==> config.mk <==
export PLATFORM = sky130hd
export DESIGN_NAME = button_click_classifier
export DESIGN_NICKNAME = d
export VERILOG_FILES = /design/src/hw/rtl/bcc_pkg.sv /design/src/hw/rtl/bcc_cfg.sv /design/src/hw/rtl/bcc_core.sv /design/src/hw/rtl/button_click_classifier.sv
export VERILOG_INCLUDE_DIRS = /design/src /design/src/hw/rtl
export SDC_FILE = /design/constraint.sdc
export NUM_CORES = 1
export LEC_CHECK = 0
export ABC_AREA = 1
export BUFFER_PORTS_ARGS = -buffer_cell sky130_fd_sc_hd__buf_2
export CAP_MARGIN = 5
export CORE_MARGIN = 2
export CORE_UTILIZATION = 50
export CTS_CLUSTER_SIZE = 12
export DETAILED_ROUTE_END_ITERATION = 16
export PLACE_DENSITY = 0.68
export SETUP_SLACK_MARGIN = 0.3
export SLEW_MARGIN = 20
export SYNTH_ARGS = -nofsm -noshare
export SYNTH_HDL_FRONTEND = slang
export SYNTH_SLANG_ARGS = --single-unit
==> constraint.sdc <==
create_clock -name i_clk -period 10.8 [get_ports i_clk]
set_input_delay 0.54 -clock i_clk [delete_from_list [all_inputs] [get_ports i_clk]]
set_output_delay 0.54 -clock i_clk [all_outputs]
set_load 0.02 [all_outputs]
==> src/hw/rtl/button_click_classifier_assert.svh <==
// Assertion macros shared by the button click classifier modules.
`ifndef BUTTON_CLICK_CLASSIFIER_ASSERT_SVH
`define BUTTON_CLICK_CLASSIFIER_ASSERT_SVH

`ifndef SYNTHESIS

// Same-cycle implication, checked outside reset.
`define BCC_ASSERT_NOW(label, clk, rst_n, ante, cons) \
    label: assert property (@(posedge clk) disable iff (!rst_n) (ante) |-> (cons)) \
        else $error("assertion failed: same-cycle check");

// Next-cycle implication, checked outside reset.
`define BCC_ASSERT_NEXT(label, clk, rst_n, ante, cons) \
    label: assert property (@(posedge clk) disable iff (!rst_n) (ante) |=> (cons)) \
        else $error("assertion failed: next-cycle check");

`else

`define BCC_ASSERT_NOW(label, clk, rst_n, ante, cons)
`define BCC_ASSERT_NEXT(label, clk, rst_n, ante, cons)

`endif

`endif

==> src/hw/rtl/bcc_pkg.sv <==
// Types and constants of the button click classifier.
package bcc_pkg;

    localparam int unsigned CntW  = 12;
    localparam int unsigned IdxW  = 3;
    localparam int unsigned ByteW = 8;

    // Configuration register indexes.
    localparam logic [IdxW-1:0] RegEdgeEnable  = 3'd0;
    localparam logic [IdxW-1:0] RegLongPress   = 3'd1;
    localparam logic [IdxW-1:0] RegMinPress    = 3'd2;
    localparam logic [IdxW-1:0] RegDoubleGapLo = 3'd3;
    localparam logic [IdxW-1:0] RegClickWindow = 3'd4;

    // Reset values of the configuration registers.
    localparam logic            RstEdgeEnable  = 1'b1;
    localparam logic [CntW-1:0] RstLongPress   = 12'd1100;
    localparam logic [CntW-1:0] RstMinPress    = 12'd50;
    localparam logic [CntW-1:0] RstDoubleGapLo = 12'd50;
    localparam logic [CntW-1:0] RstClickWindow = 12'd300;

    typedef struct packed {
        logic            edge_enable;
        logic [CntW-1:0] long_press_ticks;
        logic [CntW-1:0] min_press_ticks;
        logic [CntW-1:0] double_gap_low;
        logic [CntW-1:0] click_window_ticks;
    } t_cfg;

    typedef struct packed {
        logic double_click;
        logic long_press;
        logic short_click;
    } t_result;

endpackage

==> src/hw/rtl/bcc_cfg.sv <==
// Configuration register file of the button click classifier.
module bcc_cfg (
    input  logic                     i_clk,
    input  logic                     i_rst_n,
    input  logic                     i_cfg_wr_en,
    input  logic [bcc_pkg::IdxW-1:0] i_cfg_index,
    input  logic [bcc_pkg::CntW-1:0] i_cfg_data,
    output bcc_pkg::t_cfg            o_cfg
);

    bcc_pkg::t_cfg r_cfg;

    always_ff @(posedge i_clk) begin
        if (!i_rst_n) begin
            r_cfg.edge_enable        <= bcc_pkg::RstEdgeEnable;
            r_cfg.long_press_ticks   <= bcc_pkg::RstLongPress;
            r_cfg.min_press_ticks    <= bcc_pkg::RstMinPress;
            r_cfg.double_gap_low     <= bcc_pkg::RstDoubleGapLo;
            r_cfg.click_window_ticks <= bcc_pkg::RstClickWindow;
        end else if (i_cfg_wr_en) begin
            case (i_cfg_index)
                bcc_pkg::RegEdgeEnable:  r_cfg.edge_enable        <= i_cfg_data[0];
                bcc_pkg::RegLongPress:   r_cfg.long_press_ticks   <= i_cfg_data;
                bcc_pkg::RegMinPress:    r_cfg.min_press_ticks    <= i_cfg_data;
                bcc_pkg::RegDoubleGapLo: r_cfg.double_gap_low     <= i_cfg_data;
                bcc_pkg::RegClickWindow: r_cfg.click_window_ticks <= i_cfg_data;
                default: ;
            endcase
        end
    end

    assign o_cfg = r_cfg;

endmodule

==> src/hw/rtl/bcc_core.sv <==
// Classifier state and the per-tick next-state and result logic.
`include "button_click_classifier_assert.svh"

module bcc_core (
    input  logic               i_clk,
    input  logic               i_rst_n,
    input  logic               i_step,
    input  logic               i_key_pressed,
    input  logic               i_press_edge,
    input  bcc_pkg::t_cfg      i_cfg,
    output bcc_pkg::t_result   o_result
);

    logic                     r_armed;
    logic [bcc_pkg::CntW-1:0] r_hold;
    logic                     r_release;
    logic [bcc_pkg::CntW-1:0] r_gap;

    logic                     n_armed;
    logic [bcc_pkg::CntW-1:0] n_hold;
    logic                     n_release;
    logic [bcc_pkg::CntW-1:0] n_gap;

    logic                     rel_set;
    logic [bcc_pkg::CntW-1:0] gap_mid;
    logic [bcc_pkg::CntW:0]   gap_inc;
    bcc_pkg::t_result         res;

    always_comb begin
        n_armed  = r_armed | (i_press_edge & i_cfg.edge_enable);
        n_hold   = r_hold;
        rel_set  = r_release;
        gap_mid  = r_gap;
        res      = '0;

        // Hold phase, on the state as armed by this tick's edge.
        if (n_armed) begin
            if (i_key_pressed) begin
                if (r_hold < i_cfg.long_press_ticks) begin
                    n_hold = r_hold + 1'b1;
                end else begin
                    n_hold         = '0;
                    n_armed        = 1'b0;
                    res.long_press = 1'b1;
                end
            end else begin
                n_hold  = '0;
                n_armed = 1'b0;
                if (r_hold > i_cfg.min_press_ticks) begin
                    if ((r_gap > i_cfg.double_gap_low) &&
                        (r_gap < i_cfg.click_window_ticks)) begin
                        res.double_click = 1'b1;
                        rel_set          = 1'b0;
                        gap_mid          = '0;
                    end else begin
                        rel_set = 1'b1;
                    end
                end
            end
        end

        // Gap phase: compare one bit wider so a full-scale window still ends.
        gap_inc   = {1'b0, gap_mid} + {{bcc_pkg::CntW{1'b0}}, rel_set};
        n_release = rel_set;
        n_gap     = gap_inc[bcc_pkg::CntW-1:0];
        if (gap_inc > {1'b0, i_cfg.click_window_ticks}) begin
            res.short_click = 1'b1;
            n_gap           = '0;
            n_release       = 1'b0;
        end
    end

    always_ff @(posedge i_clk) begin
        if (!i_rst_n) begin
            r_armed   <= 1'b0;
            r_hold    <= '0;
            r_release <= 1'b0;
            r_gap     <= '0;
        end else if (i_step) begin
            r_armed   <= n_armed;
            r_hold    <= n_hold;
            r_release <= n_release;
            r_gap     <= n_gap;
        end
    end

    assign o_result = res;

    // A long press and a window end may land on the same tick; a double click never
    // coincides with a short click since it clears the gap.
    `BCC_ASSERT_NOW(a_double_not_short, i_clk, i_rst_n, i_step, !(res.double_click && res.short_click))
    `BCC_ASSERT_NOW(a_idle_hold_clear, i_clk, i_rst_n, !r_armed, r_hold == '0)
    `BCC_ASSERT_NOW(a_idle_gap_clear, i_clk, i_rst_n, !r_release, r_gap == '0)

endmodule

==> src/hw/rtl/button_click_classifier.sv <==
// Top level of the button click classifier.
//
// Usage: feed one transaction per millisecond tick on the s_axis channel.
//   s_axis_tdata[0] = key_pressed (1 = pressed), s_axis_tdata[1] = press_edge.
// Every input transaction yields exactly one output transaction on m_axis:
//   m_axis_tdata[0] = short_click, [1] = long_press, [2] = double_click,
//   each a one-tick pulse, all zero on most ticks.
// Configuration: write i_cfg_data to register i_cfg_index while i_cfg_wr_en is
//   high (0 edge_enable, 1 long_press_ticks, 2 min_press_ticks,
//   3 double_gap_low, 4 click_window_ticks). Write only while the stream is idle.
// Pipeline: an accepted input passes the input register, then the result register;
//   the tick logic sits between those two registers.
// Throughput: one transaction per cycle while m_axis_tready stays high; each accepted
//   transaction steps the registered classifier state once.
// Reset (synchronous, active low) clears both pipeline registers and the
//   classifier state and reloads the default register values.
// Stall: when m_axis_tready is low the result register holds and the input
//   register still takes one more transaction; then s_axis_tready drops.
`include "button_click_classifier_assert.svh"

module button_click_classifier (
    input  logic                      i_clk,
    input  logic                      i_rst_n,
    // Slave stream: tdata bits from low: key_pressed, press_edge; upper bits unused.
    input  logic                      s_axis_tvalid,
    output logic                      s_axis_tready,
    input  logic [bcc_pkg::ByteW-1:0] s_axis_tdata,
    // Master stream: tdata bits from low: short_click, long_press, double_click, zero pad.
    output logic                      m_axis_tvalid,
    input  logic                      m_axis_tready,
    output logic [bcc_pkg::ByteW-1:0] m_axis_tdata,
    // Configuration write port.
    input  logic                      i_cfg_wr_en,
    input  logic [bcc_pkg::IdxW-1:0]  i_cfg_index,
    input  logic [bcc_pkg::CntW-1:0]  i_cfg_data
);

    bcc_pkg::t_cfg    cfg;
    bcc_pkg::t_result core_res;

    // Input register.
    logic r_in_valid;
    logic r_in_key;
    logic r_in_edge;

    // Result register.
    logic             r_out_valid;
    bcc_pkg::t_result r_out_res;

    logic advance;
    logic in_take;

    // Move the input item forward when the result register is free or drains now.
    assign advance       = r_in_valid && (!r_out_valid || m_axis_tready);
    assign s_axis_tready = !r_in_valid || advance;
    assign in_take       = s_axis_tvalid && s_axis_tready;

    always_ff @(posedge i_clk) begin
        if (!i_rst_n) begin
            r_in_valid <= 1'b0;
        end else if (in_take) begin
            r_in_valid <= 1'b1;
        end else if (advance) begin
            r_in_valid <= 1'b0;
        end
    end

    always_ff @(posedge i_clk) begin
        if (in_take) begin
            r_in_key  <= s_axis_tdata[0];
            r_in_edge <= s_axis_tdata[1];
        end
    end

    // Hold the result until the receiver takes it.
    always_ff @(posedge i_clk) begin
        if (!i_rst_n) begin
            r_out_valid <= 1'b0;
        end else if (advance) begin
            r_out_valid <= 1'b1;
        end else if (m_axis_tready) begin
            r_out_valid <= 1'b0;
        end
    end

    always_ff @(posedge i_clk) begin
        if (advance) begin
            r_out_res <= core_res;
        end
    end

    bcc_cfg u_cfg (
        .i_clk       (i_clk),
        .i_rst_n     (i_rst_n),
        .i_cfg_wr_en (i_cfg_wr_en),
        .i_cfg_index (i_cfg_index),
        .i_cfg_data  (i_cfg_data),
        .o_cfg       (cfg)
    );

    bcc_core u_core (
        .i_clk         (i_clk),
        .i_rst_n       (i_rst_n),
        .i_step        (advance),
        .i_key_pressed (r_in_key),
        .i_press_edge  (r_in_edge),
        .i_cfg         (cfg),
        .o_result      (core_res)
    );

    assign m_axis_tvalid = r_out_valid;
    assign m_axis_tdata  = {{(bcc_pkg::ByteW - 3){1'b0}}, r_out_res.double_click,
                            r_out_res.long_press, r_out_res.short_click};

    `BCC_ASSERT_NOW(a_stall_full, i_clk, i_rst_n, !s_axis_tready, r_in_valid && r_out_valid)
    `BCC_ASSERT_NEXT(a_step_loads, i_clk, i_rst_n, advance, r_out_valid)
    `BCC_ASSERT_NEXT(a_item_kept, i_clk, i_rst_n, r_in_valid && !advance, r_in_valid)

endmodule
==> impl_results.md <==
* WHS Path Cells at 1
* Clk buf depth at 2
* FF+latch count, synth at 82
* Minimum clock period at 4.62 ns
* Yosys warns at 0
* Crit Path Max Fanout at 14
* GRT overflow at 0
* Clock Latency Late Sink at about 0.36 ns
* Post-cts hold buffer count at 0
* CP Launch Type: flip-flop
* Pins over their slew limit at 0
* Drt wl/cell at 13.4 um
* DP HPWL at between 8 and 9 mm
* Outcome: finished clean
* Setup TNS at 0 ns
* Max_cap viols at 0
* Die Y at around 100 um
* Reg clk slew, reported paths at ~0.090 ns
* Vias in the first global route at 3,970
* Initial drt markers at 207
* Final hold vios at 0
* Final Routed Wirelength at 11.1 mm
* N_diodes at 0
* Routed Antenna Nets at 0
* Worst hold path class: in -> reg
* Initial Util at 51.7%
* CTS tree: yes
* Min-delay src: s_axis_tdata[1]
* DR pass1 iterations at 6
* Die area at 11,000 sq um
* Post-CTS sizing at 0
* GRT Resource Usage Total at 20.9%
* CTS Buf Count at 9
* Nets at 778
* Initial antenna violation count at 0
* Cells after DPL at 811
* First-pass GRT wire length at 18.6 mm
* Reg2reg start: u_core.r_hold[7]$_SDFFE_PN0P_
* Syn Inst Count at 669
* Synth-to-Final Area Change at 7.88%
* # Post-CTS Setup Buffers at 0
* WS Path Type: reg -> reg
* Cell area power density at 109 nW/um^2
* Final Cycle Share at between 40 and 50%
* RSZ-0062 raised after global routing: no
* PortBufs at 26
* Reg2Reg Setup Slack at 6.18 ns
* Io pins at 38
* Critical path capture point type: flip-flop
* Crit path DAT at 4.91 ns
* Core area at ~10000 sq um
* Slew HR at 47.0%
* Die width at 105 um
* Post-Syn Area at 5080 sq um
* Slowest stage delay, CP at 0.40 ns
* Post-synthesis sequential area ratio at 33.3%
* Post-Syn Area per Cell at 7.59 sq um
* Clk sinks at 82
* Worst-Margin Slew at ~0.79 ns
* CP required at 11.09 ns
* Non-Filler Instances at 827
* Row count at 36
* Pin count of the biggest net entering global routing at 49
* R2r endpoint: u_core.r_gap[1]$_SDFFE_PN0P_
* Final setup violation count at 0
* Layout cells sized above 1 at about 14%
* Routability Congestion at slightly below 0.9
* Hold Path End: r_in_edge$_DFFE_PP_
* Maximum VDD drop at 0.0690 mV
* Register area at 1690 sq um
* Htree depth at 3
* Root Driver: clkbuf_8
* Via Count at ~4,200
* Vias per cell at 5.12
* Leakage at 2.48 nW
* CP max-delay cell: nor2_4
* Fmax at 0.217 GHz
* Fillers at 973
* Worst-case reg-to-reg path depth at 27
* Multi-input logic area at between 2000 and 3000 sq um
* Unique cell type count in the Yosys netlist at between 40 and 50
* Worst Clk Skew at 0.0116 ns
* # DRC at 0
layout make-up:
cell class,count,area share (%)
clock buffers,12,3.22
clock inverters,4,0.525
inverters,99,6.78
multi-input cells,470,53.0
flip-flops and latches,82,30.9
well taps,133,3.04
repair buffers,27,2.51
worst max-delay path by stage:
stage / from / end / slack [ns] / depth (start not counted)
global placement: u_core.r_hold[7]$_SDFFE_PN0P_ / u_core.r_gap[0]$_SDFFE_PN0P_ / 6.30 / 27
floorplan: u_core.r_gap[7]$_SDFFE_PN0P_ / m_axis_tdata[0]$_DFFE_PP_ / 7.03 / 27
global route: u_core.r_gap[3]$_SDFFE_PN0P_ / u_core.r_gap[0]$_SDFFE_PN0P_ / 5.67 / 28
finish: u_core.r_hold[7]$_SDFFE_PN0P_ / u_core.r_gap[1]$_SDFFE_PN0P_ / 6.18 / 27
CTS: u_core.r_hold[7]$_SDFFE_PN0P_ / u_core.r_gap[1]$_SDFFE_PN0P_ / 6.16 / 27
detailed placement: u_core.r_hold[9]$_SDFFE_PN0P_ / u_core.r_gap[1]$_SDFFE_PN0P_ / 6.21 / 27
logic make-up (layout without fill, tap and decap cells):
| group | count (synthesis) | in the layout | share of synthesized area [%] |
|---|---|---|---|
| adder cells (fa/ha/maj) | 61 | 61 | 15.0 |
| buffers and inverters | 121 | 142 | 9.76 |
| AND/OR/NAND/NOR | 245 | 245 | 23.1 |
| other | 1 | 5 | 0.0738 |
| AO/OA/AOI/OAI | 146 | 146 | 16.2 |
| flip-flops | 82 | 82 | 33.3 |
| XOR/XNOR | 13 | 13 | 2.54 |
layout by cell type, fill, tap and decap left out, drive strengths merged, types with 2 or more instances in the layout:
cell / instances
nor3: 4
a21oi: 82
nand4: 5
xor2: 6
buf: 27
nand3: 41
xnor2: 7
nor4: 2
nand2: 133
nand3b: 2
o211ai: 12
edfxtp: 5
a21o: 3
ha: 61
clkinv: 3
nor2: 55
o21ai: 45
clkbuf: 12
conb: 5
dfxtp: 77
inv: 100
synthesized netlist by cell type:
library cell	n	area share [%]
o21bai_1	1	0.15
o21ai_0	42	4.1
nor4_2	1	0.25
buf_8	1	0.30
nor4_4	1	0.42
o211ai_1	12	1.8
nor2_1	43	3.2
conb_1	1	0.074
nand3_2	11	2.2
inv_1	92	6.8
a31oi_1	1	0.12
nand2_1	126	9.3
nor2_4	5	1.1
nor3_1	4	0.39
a21oi_2	12	2.1
inv_2	6	0.44
nand4_2	1	0.25
xnor2_1	5	0.86
edfxtp_1	5	3.0
a21oi_1	70	6.9
nand2_4	1	0.22
buf_6	1	0.22
or2_2	1	0.12
nor2_2	7	0.86
xor2_1	6	1.0
a2bb2oi_1	1	0.17
nand4_1	4	0.49
clkinv_1	1	0.074
dfxtp_1	77	30
or3_1	1	0.12
buf_4	6	0.89
and3_1	1	0.12
xnor2_2	2	0.64
nand3_1	30	3.0
nand2_2	6	0.74
clkbuf_1	14	1.0
a21o_1	3	0.44
ha_1	61	15
nand3b_1	1	0.15
o21ai_1	3	0.30
nand3b_2	1	0.22
a21boi_1	1	0.15
per-stage QoR:
stage	utilization (%)	cell area, sq um	worst slack [ns]	total power, mW	hold WS (ns)
2_1_floorplan	-	5090	7.03	0.359	0.435
5_1_grt	55.8	5480	5.67	0.622	0.339
3_3_place_gp	53.7	5270	6.30	0.373	0.450
6_report	55.8	5480	6.18	0.598	0.358
4_1_cts	55.8	5480	6.16	0.600	0.350
3_5_place_dp	53.7	5270	6.21	0.375	0.454
metal layers:
metal	GRT usage (%)	vias to the layer above	wire (um)
li1	-	2232	-
met1	27.4	1909	5290
met2	35.0	80	5210
met3	4.24	12	459
met4	5.62	0	143
met5	0	-	0
registers in the layout, summed over array words and instances, names as in the netlist:
name,cells
u_core.r_armed,1
u_core.r_hold,12
r_in_key,1
r_in_edge,1
u_core.r_gap,12
m_axis_tdata,3
u_cfg.o_cfg,49
m_axis_tvalid,1
u_core.r_release,1
r_in_valid,1
where the power goes:
group	leakage (nW)	internal, mW	switching, mW
Combinational	1.70	0.0155	0.0364
Sequential	0.673	0.313	0.00266
Clock	0.108	0.111	0.119
Total	2.48	0.440	0.158
critical path: cells and delay by family (launching register included):
kind,cells,cell delay [ns]
simple gates,15,1.86
fa+ha+maj,4,1.07
xor+xnor,1,0.24
compound gates,6,0.80
flops,1,0.38
buf+inv,1,0.21
Power figures use the tool's default switching activity.
